File: src/hw/rtl/dcc_pkg.sv
package dcc_pkg;

  // Configuration register indexes
  typedef enum logic [1:0] {
    CFG_PREAMBLE_LEN  = 2'd0,
    CFG_IDLE_ADDRESS  = 2'd1,
    CFG_IDLE_DATA     = 2'd2,
    CFG_IDLE_HAS_DATA = 2'd3
  } cfg_idx_e;

  // Packet frame position
  typedef enum logic [2:0] {
    FR_PREAMBLE   = 3'd0,
    FR_START      = 3'd1,
    FR_ADDRESS    = 3'd2,
    FR_DATA_START = 3'd3,
    FR_DATA       = 3'd4,
    FR_ERR_START  = 3'd5,
    FR_ERR        = 3'd6,
    FR_END        = 3'd7
  } frame_e;

  // Half-bit position within the current bit
  typedef enum logic [2:0] {
    HP_ONE_HIGH   = 3'd0,
    HP_ONE_LOW    = 3'd1,
    HP_ZERO_HIGH1 = 3'd2,
    HP_ZERO_HIGH2 = 3'd3,
    HP_ZERO_LOW1  = 3'd4,
    HP_ZERO_LOW2  = 3'd5
  } half_e;

  localparam logic [4:0] RST_PREAMBLE_LEN  = 5'd16;
  localparam logic [7:0] RST_IDLE_ADDRESS  = 8'd3;
  localparam logic [7:0] RST_IDLE_DATA     = 8'h7f;
  localparam logic       RST_IDLE_HAS_DATA = 1'b1;
  localparam int unsigned ByteBits         = 8;

  typedef struct packed {
    logic       has_data;
    logic [7:0] data;
    logic [7:0] address;
  } pkt_t;

  localparam pkt_t RST_IDLE_PKT = '{
    has_data: RST_IDLE_HAS_DATA,
    data:     RST_IDLE_DATA,
    address:  RST_IDLE_ADDRESS
  };

  typedef struct packed {
    logic       func;
    logic [7:0] pkt_address;
    logic [7:0] pkt_data;
    logic       pkt_has_data;
  } in_beat_t;

  typedef struct packed {
    logic       track_polarity;
    logic       enqueue_accepted;
    logic [5:0] queue_level;
    logic       packet_done;
  } out_beat_t;

  // First half-bit of a bit of the given value
  function automatic half_e bit_start(input logic b);
    bit_start = b ? HP_ONE_HIGH : HP_ZERO_HIGH1;
  endfunction

endpackage

File: src/hw/rtl/dcc_packet_transmitter_unit.sv
// Channel   Direction  Handshake            Payload
// in        input      in_valid_i/in_stall_o   dcc_pkg::in_beat_t  (tick or enqueue)
// out       output     out_valid_o/out_stall_i dcc_pkg::out_beat_t (one per input beat)
// cfg       input      cfg_valid_i/cfg_ready_o cfg_index_i, cfg_data_i
//
// A new input beat may enter every cycle while in_stall_o is low; its result is
// registered into the output register, or into the skid while the output is stalled.
// Reset loads the register defaults and two idle packets; the first tick
// drives the first preamble bit high. No clearing pass is needed.
// A two-entry output stage (register plus skid) lets the input keep flowing
// while the output is stalled; in_stall_o rises only once the skid is full.
module dcc_packet_transmitter_unit #(
  parameter int unsigned QUEUE_DEPTH = 32
) (
  input  logic                clk_i,
  input  logic                rst_ni,
  input  logic                in_valid_i,
  output logic                in_stall_o,
  input  dcc_pkg::in_beat_t   in_data_i,
  output logic                out_valid_o,
  input  logic                out_stall_i,
  output dcc_pkg::out_beat_t  out_data_o,
  input  logic                cfg_valid_i,
  output logic                cfg_ready_o,
  input  logic [1:0]          cfg_index_i,
  input  logic [7:0]          cfg_data_i
);
  import dcc_pkg::*;

  localparam int unsigned PtrW = (QUEUE_DEPTH > 1) ? $clog2(QUEUE_DEPTH) : 1;
  localparam int unsigned CntW = $clog2(QUEUE_DEPTH + 1);
  localparam int unsigned SumW = CntW + 1;

  // Configuration registers
  logic [4:0] preamble_len_q;
  logic [7:0] idle_address_q;
  logic [7:0] idle_data_q;
  logic       idle_has_data_q;

  // Queue memory and its read path
  pkt_t            mem [QUEUE_DEPTH];
  pkt_t            mem_rd_q;
  logic            fwd_hit_q, fwd_hit_d;
  pkt_t            fwd_data_q;
  logic            slot1_hit_q, slot1_hit_d;
  logic            slot1_init_q, slot1_init_d;
  logic            mem_we;
  logic [PtrW-1:0] wr_addr, rd_addr;
  logic [SumW-1:0] wr_sum;
  pkt_t            wr_pkt, nxt_pkt;

  // Track state
  logic [PtrW-1:0] read_slot_q, read_slot_d;
  logic [CntW-1:0] held_q, held_d;
  frame_e          frame_q, frame_d;
  logic [4:0]      cnt_q, cnt_d;
  logic [4:0]      cnt_inc;
  half_e           half_q, half_d;
  pkt_t            cur_q, cur_d;
  logic [7:0]      err_byte;
  logic            done;
  logic            polarity;

  // Output stage
  logic      in_acc;
  out_beat_t res;
  logic      out_valid_q;
  out_beat_t out_q;
  logic      skid_valid_q;
  out_beat_t skid_q;

  assign in_stall_o  = skid_valid_q;
  assign in_acc      = in_valid_i && !skid_valid_q;
  assign cfg_ready_o = 1'b1;

  // Configuration writes
  always_ff @(posedge clk_i or negedge rst_ni) begin
    if (!rst_ni) begin
      preamble_len_q  <= RST_PREAMBLE_LEN;
      idle_address_q  <= RST_IDLE_ADDRESS;
      idle_data_q     <= RST_IDLE_DATA;
      idle_has_data_q <= RST_IDLE_HAS_DATA;
    end else if (cfg_valid_i) begin
      case (cfg_idx_e'(cfg_index_i))
        CFG_PREAMBLE_LEN:  preamble_len_q  <= cfg_data_i[4:0];
        CFG_IDLE_ADDRESS:  idle_address_q  <= cfg_data_i;
        CFG_IDLE_DATA:     idle_data_q     <= cfg_data_i;
        CFG_IDLE_HAS_DATA: idle_has_data_q <= cfg_data_i[0];
        default: ;
      endcase
    end
  end

  // Enqueue lands at read_slot + held, wrapped once
  assign wr_sum  = SumW'(read_slot_q) + SumW'(held_q);
  assign wr_addr = (wr_sum >= SumW'(QUEUE_DEPTH)) ? PtrW'(wr_sum - SumW'(QUEUE_DEPTH))
                                                  : PtrW'(wr_sum);
  // Keep the slot after the current one prefetched
  assign rd_addr = (read_slot_q == PtrW'(QUEUE_DEPTH - 1)) ? '0 : read_slot_q + PtrW'(1);

  assign wr_pkt = '{
    has_data: in_data_i.pkt_has_data,
    data:     in_data_i.pkt_data,
    address:  in_data_i.pkt_address
  };

  // Forward a write to the prefetched slot; slot one holds an idle packet until written
  assign fwd_hit_d    = mem_we && (wr_addr == rd_addr);
  assign slot1_hit_d  = slot1_init_q && (rd_addr == PtrW'(1));
  assign slot1_init_d = slot1_init_q && !(mem_we && (wr_addr == PtrW'(1)));
  assign nxt_pkt      = fwd_hit_q   ? fwd_data_q :
                        slot1_hit_q ? RST_IDLE_PKT : mem_rd_q;

  always_ff @(posedge clk_i) begin
    if (mem_we) begin
      mem[wr_addr] <= wr_pkt;
    end
    mem_rd_q   <= mem[rd_addr];
    fwd_data_q <= wr_pkt;
  end

  assign cnt_inc  = cnt_q + 5'd1;
  assign err_byte = cur_q.address ^ cur_q.data;

  // Next state: enqueue, or advance the half-bit and pick the next bit
  always_comb begin
    half_d      = half_q;
    frame_d     = frame_q;
    cnt_d       = cnt_q;
    read_slot_d = read_slot_q;
    held_d      = held_q;
    cur_d       = cur_q;
    done        = 1'b0;
    mem_we      = 1'b0;
    if (in_acc) begin
      if (in_data_i.func) begin
        if (held_q < CntW'(QUEUE_DEPTH)) begin
          mem_we = 1'b1;
          held_d = held_q + CntW'(1);
        end
      end else begin
        case (half_q)
          HP_ONE_HIGH:   half_d = HP_ONE_LOW;
          HP_ZERO_HIGH1: half_d = HP_ZERO_HIGH2;
          HP_ZERO_HIGH2: half_d = HP_ZERO_LOW1;
          HP_ZERO_LOW1:  half_d = HP_ZERO_LOW2;
          default: begin
            case (frame_q)
              FR_PREAMBLE: begin
                cnt_d  = cnt_inc;
                half_d = HP_ONE_HIGH;
                if (cnt_inc >= preamble_len_q) begin
                  frame_d = FR_START;
                  cnt_d   = '0;
                  half_d  = HP_ZERO_HIGH1;
                end
              end
              FR_START: begin
                frame_d = FR_ADDRESS;
                cnt_d   = '0;
                half_d  = bit_start(cur_q.address[ByteBits-1]);
              end
              FR_ADDRESS: begin
                cnt_d = cnt_inc;
                if (cnt_inc >= 5'(ByteBits)) begin
                  frame_d = cur_q.has_data ? FR_DATA_START : FR_END;
                  half_d  = cur_q.has_data ? HP_ZERO_HIGH1 : HP_ONE_HIGH;
                end else begin
                  half_d = bit_start(cur_q.address[3'd7 - cnt_inc[2:0]]);
                end
              end
              FR_DATA_START: begin
                frame_d = FR_DATA;
                cnt_d   = '0;
                half_d  = bit_start(cur_q.data[ByteBits-1]);
              end
              FR_DATA: begin
                cnt_d = cnt_inc;
                if (cnt_inc >= 5'(ByteBits)) begin
                  frame_d = FR_ERR_START;
                  half_d  = HP_ZERO_HIGH1;
                end else begin
                  half_d = bit_start(cur_q.data[3'd7 - cnt_inc[2:0]]);
                end
              end
              FR_ERR_START: begin
                frame_d = FR_ERR;
                cnt_d   = '0;
                half_d  = bit_start(err_byte[ByteBits-1]);
              end
              FR_ERR: begin
                cnt_d = cnt_inc;
                if (cnt_inc >= 5'(ByteBits)) begin
                  frame_d = FR_END;
                  half_d  = HP_ONE_HIGH;
                end else begin
                  half_d = bit_start(err_byte[3'd7 - cnt_inc[2:0]]);
                end
              end
              default: begin
                // End bit finished: refill with idle or advance to the next slot
                done    = 1'b1;
                frame_d = FR_PREAMBLE;
                cnt_d   = '0;
                half_d  = HP_ONE_HIGH;
                if (held_q <= CntW'(1)) begin
                  held_d = CntW'(1);
                  cur_d  = '{has_data: idle_has_data_q, data: idle_data_q,
                             address: idle_address_q};
                end else begin
                  held_d      = held_q - CntW'(1);
                  read_slot_d = rd_addr;
                  cur_d       = nxt_pkt;
                end
              end
            endcase
          end
        endcase
      end
    end
  end

  // Outputs of the track sequencer
  always_comb begin
    polarity = !in_data_i.func &&
               (half_q inside {HP_ONE_HIGH, HP_ZERO_HIGH1, HP_ZERO_HIGH2});
    res.track_polarity   = polarity;
    res.enqueue_accepted = mem_we;
    res.queue_level      = 6'(held_d);
    res.packet_done      = done;
  end

  always_ff @(posedge clk_i or negedge rst_ni) begin
    if (!rst_ni) begin
      read_slot_q  <= '0;
      held_q       <= CntW'(2);
      frame_q      <= FR_PREAMBLE;
      cnt_q        <= '0;
      half_q       <= HP_ONE_HIGH;
      cur_q        <= RST_IDLE_PKT;
      fwd_hit_q    <= 1'b0;
      slot1_hit_q  <= 1'b0;
      slot1_init_q <= 1'b1;
    end else begin
      read_slot_q  <= read_slot_d;
      held_q       <= held_d;
      frame_q      <= frame_d;
      cnt_q        <= cnt_d;
      half_q       <= half_d;
      cur_q        <= cur_d;
      fwd_hit_q    <= fwd_hit_d;
      slot1_hit_q  <= slot1_hit_d;
      slot1_init_q <= slot1_init_d;
    end
  end

  // Output register with skid: hold while stalled, park one extra beat in the skid
  always_ff @(posedge clk_i or negedge rst_ni) begin
    if (!rst_ni) begin
      out_valid_q  <= 1'b0;
      skid_valid_q <= 1'b0;
    end else if (out_valid_q && out_stall_i) begin
      if (in_acc) begin
        skid_valid_q <= 1'b1;
      end
    end else if (skid_valid_q) begin
      out_valid_q  <= 1'b1;
      skid_valid_q <= 1'b0;
    end else begin
      out_valid_q <= in_acc;
    end
  end

  always_ff @(posedge clk_i) begin
    if (out_valid_q && out_stall_i) begin
      if (in_acc) begin
        skid_q <= res;
      end
    end else if (skid_valid_q) begin
      out_q <= skid_q;
    end else if (in_acc) begin
      out_q <= res;
    end
  end

  assign out_valid_o = out_valid_q;
  assign out_data_o  = out_q;

endmodule

File: config.mk
export PLATFORM = sky130hd
export DESIGN_NAME = dcc_packet_transmitter_unit
export DESIGN_NICKNAME = d
export VERILOG_FILES = /design/src/hw/rtl/dcc_pkg.sv /design/src/hw/rtl/dcc_packet_transmitter_unit.sv
export SDC_FILE = /design/constraint.sdc
export NUM_CORES = 1
export LEC_CHECK = 0
export CAP_MARGIN = 20
export CORE_MARGIN = 2
export CORE_UTILIZATION = 63
export CTS_BUF_LIST = sky130_fd_sc_hd__clkbuf_16
export DETAILED_ROUTE_END_ITERATION = 10
export DONT_BUFFER_PORTS = 1
export PLACE_DENSITY = 0.77
export REMOVE_ABC_BUFFERS = 1
export SLEW_MARGIN = 20
export SYNTH_ARGS = -nofsm -noshare
export SYNTH_HDL_FRONTEND = slang
export SYNTH_SLANG_ARGS = --single-unit
File: constraint.sdc
create_clock -name clk_i -period 3.56 [get_ports clk_i]
set_input_delay 0.356 -clock clk_i [delete_from_list [all_inputs] [get_ports clk_i]]
set_output_delay 0.356 -clock clk_i [all_outputs]
set_load 0.005 [all_outputs]
==> out/metrics.yaml, run 1 <==
status: "complete, no violations"
power_frac_seq_pct: 52.8
grt.busiest_layer: "met2"
cts_buffers: 66
grt_usage_pct: 28.3
drt_first_pass_iters: 7
wl_per_cell_um: 28.1
die_h_um: 208
required_ns: 3.86
crit_buf_inv: 3
grt_use_met2_pct: 46.7
yosysWarnings: 0
yosysTopAreaCellShare_pct: 64.7
ys_ff_latch: 662
clock_sinks: 662
synth_cell_types: 64
switchingPower_w: 0.00403
power.leakage_nw: 9.78
fp.dieW_um: 208
dp.final_hpwl_mm: 34.8
multiInputGateArea_sq_um: 6420
syn_inst: 1458
rr_worst_depth: 10
maxSlewHeadroom_pct: 25.3
start_kind: "flip-flop"
ir_drop_uv: 424
final_cells: 2144
htree_levels: 3
vias: 14400
fillers: 2338
crit_path_end_kind: "flip-flop"
dieArea_sq_um: 43100
pre_cts_slack_ns: 0.0632
rows: 74
synth_ff_type: "edfxtp_1"
detail_route.vias_per_cell: 6.73
max_freq_mhz: 291
worst_pin_slew_ns: 1.12
grt-ovfl-total: 0
area_delta_synth_final_pct: 13.9
pwr-share-clk_pct: 38.5
finalHoldViolations: 0
clockBufferDepth: 3
syn_avg_cell_area_sq_um: 17.9
synthesis.area_sq_um: 26100
cap_violations: 0
port_buffers: 0
finalCritPeriodShare_pct: 96.7
clk_latency_ns: 0.60
power_density_nw_per_um2: 574
cpMaxStageDelayCell: "nor2_2"
fin_ws_ns: 0.118
drc: 0
hold_depth: 2
met1_usage_pct: 37.1
yosysTopAreaCell: "edfxtp_1"
num_io_pins: 45
place_inst: 1979
slew_viol_final: 0
clk_pin_slew_ns: 0.06
worstSetupPathDepth: 10
hold_path_class: "primary input to flip-flop"
grt_pass1_wl_mm: 89.9
post-route-min-period_ns: 3.44
p_comb_share_pct: 8.7
seqCellArea_sq_um: 19200
antenna_found_initial: 1
grt_max_degree: 74
rsz0062_at_grt: "yes"
yosysSeqAreaShare_pct: 73.7
critPathTopFamily: "simple AND/OR/NAND/NOR gates"
drt_iter0_markers: 1746
tns_ns: 0
ant_nets: 0
skew_ns: 0.0253
synth_area_leaders: "edfxtp_1 65%, mux4_2 9.2%, dfrtp_1 4.1%, dfxtp_1 2.6%, o221ai_1 2.4%"
criticalPathCategory: "flip-flop to flip-flop"
core_area_sq_um: 40800
crit_chain: "ha_1 -> inv_1 -> fa_1 -> inv_1 -> a21o_1 -> a21oi_1 -> xnor2_1 -> nand2b_1 -> nor2_2 -> buf_4"
synth_edf_count: 562
worstPathMaxFanout: 13
cts_tree: "yes"
initial_core_util_pct: 63.9
wl_mm: 60.2
p_int_w: 0.0130
post-cts-setup-buffers: 0
grt_pass1_vias: 14600
cts-root-buf: "clkbuf_16"
use_met3_pct: 6.19
setup_viol: 0
worst_path_largest_cell_delay_ns: 0.82
layout.nets: 1605
p_sw_share_pct: 23.6
cp_common_cell: "inv_1"
ys_async_sr_fraction_pct: 9.97
critPathArrivalTime_ns: 3.75
drive_gt1_share_pct: 24.5
routabilityCongestion: 0.832
Yosys cell counts (3+ instances only):
cell / count
nor4_1: 4
o21a_1: 4
a221o_1: 6
nor2b_1: 3
o21ai_0: 86
a21oi_1: 23
inv_1: 13
o211ai_1: 3
nand2_1: 46
dfxtp_1: 34
a41oi_1: 3
o21ai_1: 20
buf_6: 8
o221ai_1: 71
xnor2_1: 15
and3_1: 3
nand2b_1: 4
a21o_1: 4
dfrtp_1: 43
ha_1: 14
nand3b_1: 8
nor2_1: 64
clkbuf_1: 53
nor3_1: 6
mux2i_1: 3
dfstp_2: 23
o31ai_1: 6
xor2_1: 9
buf_1: 5
buf_2: 15
mux4_2: 106
mux2_2: 49
edfxtp_1: 562
nand3_1: 13
or3_1: 3
buf_4: 11
a31oi_1: 5
o22ai_1: 78
worst paths after layout:
| path | start | to | slack (ns) |
|---|---|---|---|
| max in group asynchronous | rst_ni | idle_has_data_q | 2.89 |
| min | cfg_valid_i | idle_has_data_q | 0.02 |
| min in group asynchronous | rst_ni | held_q[4] | 0.32 |
| max reg2reg | read_slot_q[0] | mem[5][4] | 0.12 |
| max | read_slot_q[0] | mem[5][4] | 0.12 |
| min reg2reg | slot1_init_q | slot1_init_q | 0.47 |
final cells by class:
type | instances | area share (%)
well taps | 532 | 2.24
flip-flops and latches | 662 | 64.7
repair buffers | 123 | 4.30
diodes | 1 | 0.00842
inverters | 14 | 0.177
clock inverters | 54 | 1.22
multi-input cells | 690 | 21.6
clock buffers | 68 | 5.72
metrics by stage:
step           utilization [%]  total power, W  instance area, sq um  hold slack (ns)
6_report                  72.8          0.0171                 29700           0.0239
5_1_grt                   72.8          0.0176                 29700           0.0223
2_1_floorplan                -         0.00997                 25600           0.0604
4_1_cts                   72.8          0.0171                 29700          0.00800
3_5_place_dp              66.4          0.0104                 27100           0.0621
3_3_place_gp              66.4          0.0104                 27100           0.0620
cells in the final DEF (no fill, tap or decap), drive strengths merged, types with 4 or more instances in the layout:
master / netlist / routed
a21o: 4 / 4
a21oi: 23 / 23
a221o: 6 / 6
a31oi: 5 / 5
buf: 39 / 97
clkbuf: 53 / 68
clkinv: 1 / 23
dfrtp: 43 / 43
dfstp: 23 / 23
dfxtp: 34 / 34
dlygate4sd3: 0 / 26
edfxtp: 562 / 562
ha: 14 / 14
inv: 13 / 39
mux2: 50 / 50
mux4: 107 / 107
nand2: 46 / 46
nand2b: 4 / 4
nand3: 13 / 13
nand3b: 8 / 8
nor2: 67 / 67
nor3: 8 / 8
nor4: 4 / 4
o21a: 4 / 4
o21ai: 106 / 106
o221ai: 71 / 71
o22ai: 78 / 78
o31ai: 6 / 6
xnor2: 16 / 16
xor2: 9 / 9
sequential cells by signal, indices dropped and copies added (netlist names):
register	cells
mem	544
cur_q	17
fwd_data_q	17
mem_rd_q	17
out_data_o	9
skid_q	9
idle_address_q	8
idle_data_q	8
held_q	6
cnt_q	5
preamble_len_q	5
read_slot_q	5
frame_q	3
half_q	3
fwd_hit_q	1
idle_has_data_q	1
in_stall_o	1
out_valid_o	1
slot1_hit_q	1
slot1_init_q	1
power groups by stage:
| stage | sequential (W) | combinational (W) | clock (W) |
|---|---|---|---|
| 3_3_place_gp | 0.00914 | 0.00124 | 0 |
| 3_5_place_dp | 0.00916 | 0.00129 | 0 |
| 4_1_cts | 0.00900 | 0.00147 | 0.00666 |
| 6_report | 0.00900 | 0.00148 | 0.00658 |
| 2_1_floorplan | 0.00911 | 0.000856 | 0 |
| 5_1_grt | 0.00903 | 0.00161 | 0.00696 |
cells by family (layout without fill, tap and decap cells):
logic type,Yosys count,in the layout,share of synthesized area (%)
DFF,662,662,73.7
AOI/OAI and AO/OA,321,321,8.09
and+or+nand+nor,168,168,3.04
muxes,160,160,11.5
buffers and inverters,106,259,1.99
xor gates and xnor gates,25,25,0.868
adders and majority gates,15,15,0.748
other,1,2,0.0144
timing repair:
action,4_1_cts,5_1_grt
setup endpoints to repair,0,13
hold buffers,42,0
endpoints found under the hold margin,653,0
gates resized for setup,0,2
routing by layer:
metal  routed length (um)  part of all wire, %
met1                22100                   37
met2                30600                   51
met3                 5270                  8.7
met4                 2270                  3.8
met5                   13                0.022
(Power assumes the default switching activity.)
==> inputs of run 2 (changes only) <==
==> constraint.sdc (replaced) <==
create_clock -name clk_i -period 3.56 [get_ports clk_i]
set_input_delay 0.356 -clock clk_i [delete_from_list [all_inputs] [get_ports clk_i]]
set_output_delay 0.356 -clock clk_i [all_outputs]
set_load 0.02 [all_outputs]
==> out/metrics.yaml, run 2 (synthesis gave the netlist of run 1 again) <==
layout.nets: 1604
maxSlewHeadroom_pct: 28.3
holdWs_ns: 0.0242
initial_core_util_pct: 63.9
die_h_um: 208
timing.rr.end: "mem_rd_q[5]"
grt-ovfl-total: 0
grt_max_degree: 140
clock_sinks: 662
detail_route.vias_per_cell: 6.80
dp.final_hpwl_mm: 34.2
required_ns: 4.04
crit_path_end_kind: "flip-flop"
core_area_sq_um: 40800
ir_drop_uv: 496
rsz0062_at_grt: "no"
start_kind: "flip-flop"
antenna_found_initial: 1
area_delta_synth_final_pct: 13.6
clk_latency_ns: 0.60
slew_viol_final: 0
finalHoldViolations: 0
cts_tree: "yes"
wl_per_cell_um: 28.3
criticalPathCategory: "flip-flop to flip-flop"
startpoint: "read_slot_q[0]"
power.leakage_nw: 9.76
rr_worst_depth: 9
cts_buffers: 66
grt_pass1_wl_mm: 91.9
max_freq_mhz: 286
port_buffers: 0
htree_levels: 3
grt_usage_pct: 28.7
grt_pass1_vias: 14700
largest_register: "mem"
hold_path_class: "primary input to flip-flop"
crit_chain: "ha_1 -> and3_1 -> ha_1 -> nor2_4 -> buf_12 -> buf_4 -> mux4_2 -> mux4_2 -> mux2_2"
wl_mm: 60.5
dieArea_sq_um: 43100
rows: 74
largest_reg_flops: 544
worst_pin_slew_ns: 1.07
setup_viol: 0
reg2reg_setup_slack_ns: 0.06
drt_first_pass_iters: 5
worst_path_largest_cell_delay_ns: 0.56
final_cells: 2137
final_common_cell: "edfxtp_1"
finalCritPeriodShare_pct: 98.4
total_power_w: 0.0170
num_io_pins: 45
clockBufferDepth: 3
critPathArrivalTime_ns: 3.98
drive_gt1_share_pct: 24.5
clk_pin_slew_ns: 0.06
r2r_start: "read_slot_q[0]"
fp.dieW_um: 208
place_inst: 1978
layout_common_cells: "562 x edfxtp_1, 106 x mux4_2, 86 x o21ai_0"
diodes: 0
drc: 0
cpMaxStageDelayCell: "mux4_2"
post-route-min-period_ns: 3.50
post-cts-setup-buffers: 0
worstPathMaxFanout: 26
skew_ns: 0.0231
drt_iter0_markers: 2035
cts-root-buf: "clkbuf_16"
tns_ns: 0
fillers: 2349
routabilityCongestion: 0.833
cap_violations: 0
status: "complete, no violations"
crit_path_end: "mem_rd_q[5]"
vias: 14500
ant_nets: 0
power_density_nw_per_um2: 574
run 2: cell types whose count changed in the layout (fill, tap and decap cells not counted), moves of 2 or more:
cell,change
buf_4,-3
clkinvlp_4,-2
clkinv_4,-2
buf_2,+3
clkinv_8,-3
inv_1,-4
clkinv_2,+5
run 2: layout make-up:
cell class	count	area [sq um]	area share [%]
sequential	662	19200	64.9
multi-input combinational	690	6420	21.6
clock buffer	69	1730	5.82
timing repair buffer	122	1260	4.25
tap	532	666	2.24
clock inverter	48	287	0.966
inverter	14	52.6	0.177
run 2: per-layer routing:
metal / global-route usage, % / vias up / share of wire [%]
met4: 10.7 / 2 / 3.1
met1: 38.7 / 7441 / 38
met3: 4.52 / 132 / 7.9
met2: 48.2 / 796 / 51
met5: 0 / - / 0.030
li1: - / 6163 / -
run 2: per-stage QoR:
step | cell area [sq um] | utilization (%) | setup WS, ns
after detailed placement | 27100 | 66.5 | 0.0833
after global placement | 27100 | 66.4 | 0.165
after CTS | 29700 | 72.7 | 0.0427
after floorplan | 25600 | - | -3.91
final | 29700 | 72.6 | 0.0582
after global routing | 29700 | 72.6 | 0.0000986
run 2: how the worst min path moves through the flow:
| stage | end | start | slack [ns] | depth (start not counted) |
|---|---|---|---|---|
| 2_1_floorplan | cnt_q[0] | rst_ni | 0.06 | 0 |
| 3_3_place_gp | half_q[0] | rst_ni | 0.06 | 0 |
| 3_5_place_dp | held_q[5] | rst_ni | 0.06 | 0 |
| 4_1_cts | skid_q[0] | in_data_i[17] | 0.0004 | 1 |
| 5_1_grt | skid_q[0] | in_data_i[17] | 0.009 | 1 |
| 6_report | skid_q[0] | in_data_i[17] | 0.02 | 1 |
run 2: power breakdown:
group / switching (W) / internal [W]
clock: 0.00282 / 0.00371
combinational: 0.000909 / 0.000566
sequential: 0.000268 / 0.00876
total: 0.00399 / 0.0130
run 2: timing repair:
item | in CTS | in global routing
hold buffers | 42 | 0
gates resized for setup | 0 | 1
hold endpoints to repair | 652 | 0
endpoints found under the setup margin | 0 | 4
run 2: critical path: cells and delay by family (launching register included):
| kind | cells | cell delay (ns) |
|---|---|---|
| AND/OR/NAND/NOR | 2 | 0.65 |
| flip-flops | 1 | 0.50 |
| buffers and inverters | 2 | 0.49 |
| adder cells (fa/ha/maj) | 2 | 0.57 |
| multiplexers | 3 | 1.18 |
==> inputs of run 3 (changes only) <==
- SETUP_SLACK_MARGIN: not set -> 0.4
==> out/metrics.yaml, run 3 (synthesis gave the netlist of run 1 again) <==
status: "complete, no violations"
timing.rr.end: "mem_rd_q[12]"
criticalPathCategory: "flip-flop to flip-flop"
vias: 15000
slew_viol_final: 0
clock_sinks: 662
post-route-min-period_ns: 3.21
p_comb_share_pct: 9.1
critPathTopFamily: "multiplexers"
critPathArrivalTime_ns: 3.69
grt_pass1_wl_mm: 94.6
reg2reg_setup_slack_ns: 0.35
fp.dieW_um: 208
hold_depth: 1
drt_iter0_markers: 2048
area_delta_synth_final_pct: 16.7
layout.nets: 1652
largest_register: "mem"
start_kind: "flip-flop"
cts_tree: "yes"
initial_core_util_pct: 63.9
post-route-util_pct: 74.5
grt_max_degree: 140
worst_path_largest_cell_delay_ns: 0.56
layout_common_cells: "562 x edfxtp_1, 107 x mux4_2, 85 x o21ai_0, 85 x buf_4, 78 x o22ai_1"
rsz0062_at_grt: "yes"
dieArea_sq_um: 43100
grt_usage_pct: 29.7
final_cells: 2185
cts_buffers: 66
wl_per_cell_um: 29.4
crit_chain: "ha_4 -> and3_4 -> ha_4 -> nor2_4 -> buf_12 -> buf_16 -> mux4_2 -> mux4_2 -> mux2_4"
clk_latency_ns: 0.60
detail_route.vias_per_cell: 6.85
holdCritStartpoint: "in_data_i[17]"
clockBufferDepth: 3
power.leakage_nw: 10.2
cpMaxStageDelayCell: "mux4_2"
total_power_w: 0.0171
power_density_nw_per_um2: 563
cap_violations: 0
finalCritPeriodShare_pct: 90.1
die_h_um: 208
drive_gt1_share_pct: 27.1
pwr-share-clk_pct: 38.2
diodes: 0
rr_worst_depth: 9
drc: 0
largest_reg_flops: 544
core_area_sq_um: 40800
antenna_found_initial: 1
place_inst: 1978
hold_path_class: "primary input to flip-flop"
worst_pin_slew_ns: 1.09
ant_nets: 0
routabilityCongestion: 0.833
p_int_w: 0.0131
switchingPower_w: 0.00406
crit_path_end_kind: "flip-flop"
htree_levels: 3
power_frac_seq_pct: 52.6
final_common_cell: "edfxtp_1"
ir_drop_uv: 492
num_io_pins: 45
grt-ovfl-total: 0
wl_mm: 64.2
p_sw_share_pct: 23.7
cts-root-buf: "clkbuf_16"
drt_first_pass_iters: 5
max_freq_mhz: 312
maxSlewHeadroom_pct: 27.2
dp.final_hpwl_mm: 34.2
setup_viol: 0
r2r_start: "read_slot_q[0]"
finalHoldViolations: 0
worstPathMaxFanout: 7
port_buffers: 0
clk_pin_slew_ns: 0.07
grt_pass1_vias: 15100
rows: 74
crit_buf_inv: 2
required_ns: 4.04
skew_ns: 0.0194
min_to: "skid_q[0]"
==> run 3: cell types whose count changed in the layout (fill, tap and decap cells not counted), moves of 2 or more <==
cell / previous run / this run
bufbuf_16: 0 / 3
ha_1: 14 / 12
ha_4: 0 / 2
nor2_4: 7 / 11
buf_4: 66 / 85
clkbuf_16: 69 / 71
buf_12: 21 / 26
buf_6: 0 / 10
nor2_2: 16 / 12
buf_16: 2 / 9
==> run 3: layout make-up <==
| class | count | area, sq um |
|---|---|---|
| fill | 2192 | 10400 |
| clock buffer | 69 | 1730 |
| timing repair buffer | 170 | 1980 |
| tap | 532 | 666 |
| inverter | 14 | 52.6 |
| multi-input combinational | 690 | 6480 |
| clock inverter | 48 | 287 |
| sequential | 662 | 19200 |
==> run 3: per-layer routing <==
layer | share of wire, % | vias up | GRT usage [%] | wire length (um)
li1 | - | 6270 | - | -
met1 | 36 | 7656 | 39.2 | 23100
met2 | 51 | 899 | 48.8 | 32900
met3 | 9.0 | 142 | 5.34 | 5780
met4 | 3.8 | 2 | 13.7 | 2440
met5 | 0.020 | - | 0 | 13
==> run 3: power by group through the flow <==
stage	registers (W)	clock network [W]	logic [W]
3_5_place_dp	0.00918	0	0.00128
2_1_floorplan	0.00913	0	0.000856
3_3_place_gp	0.00916	0	0.00124
5_1_grt	0.00906	0.00692	0.00171
6_report	0.00903	0.00656	0.00157
4_1_cts	0.00902	0.00660	0.00149
==> run 3: how the worst max path moves through the flow <==
stage,slack [ns],depth (start not counted),to,from
after floorplan,-3.91,7,mem_rd_q[15],read_slot_q[0]
after detailed placement,0.08,9,mem_rd_q[12],read_slot_q[0]
final,0.35,9,mem_rd_q[12],read_slot_q[0]
after global placement,0.17,9,mem_rd_q[1],read_slot_q[0]
after CTS,0.41,10,mem_rd_q[3],read_slot_q[0]
after global routing,0.30,11,mem[3][8],read_slot_q[0]
==> run 3: stage by stage <==
step | hold WS, ns | worst slack (ns) | setup TNS (ns) | instance area [sq um]
after floorplan | 0.0604 | -3.91 | -998.89 | 25600
after detailed placement | 0.0621 | 0.0833 | 0 | 27100
after global routing | 0.00755 | 0.303 | 0 | 30400
after global placement | 0.0619 | 0.165 | 0 | 27100
final | 0.0227 | 0.352 | 0 | 30400
after CTS | 0.000378 | 0.407 | 0 | 30000
==> run 3: timing repair <==
| action | CTS | global route |
|---|---|---|
| setup buffers | 12 | 28 |
| hold endpoints to repair | 652 | 0 |
| hold buffers | 42 | 0 |
| gates resized for setup | 24 | 19 |
| endpoints found under the setup margin | 145 | 510 |
| pin swaps | 2 | 11 |
| cloned | 6 | 2 |
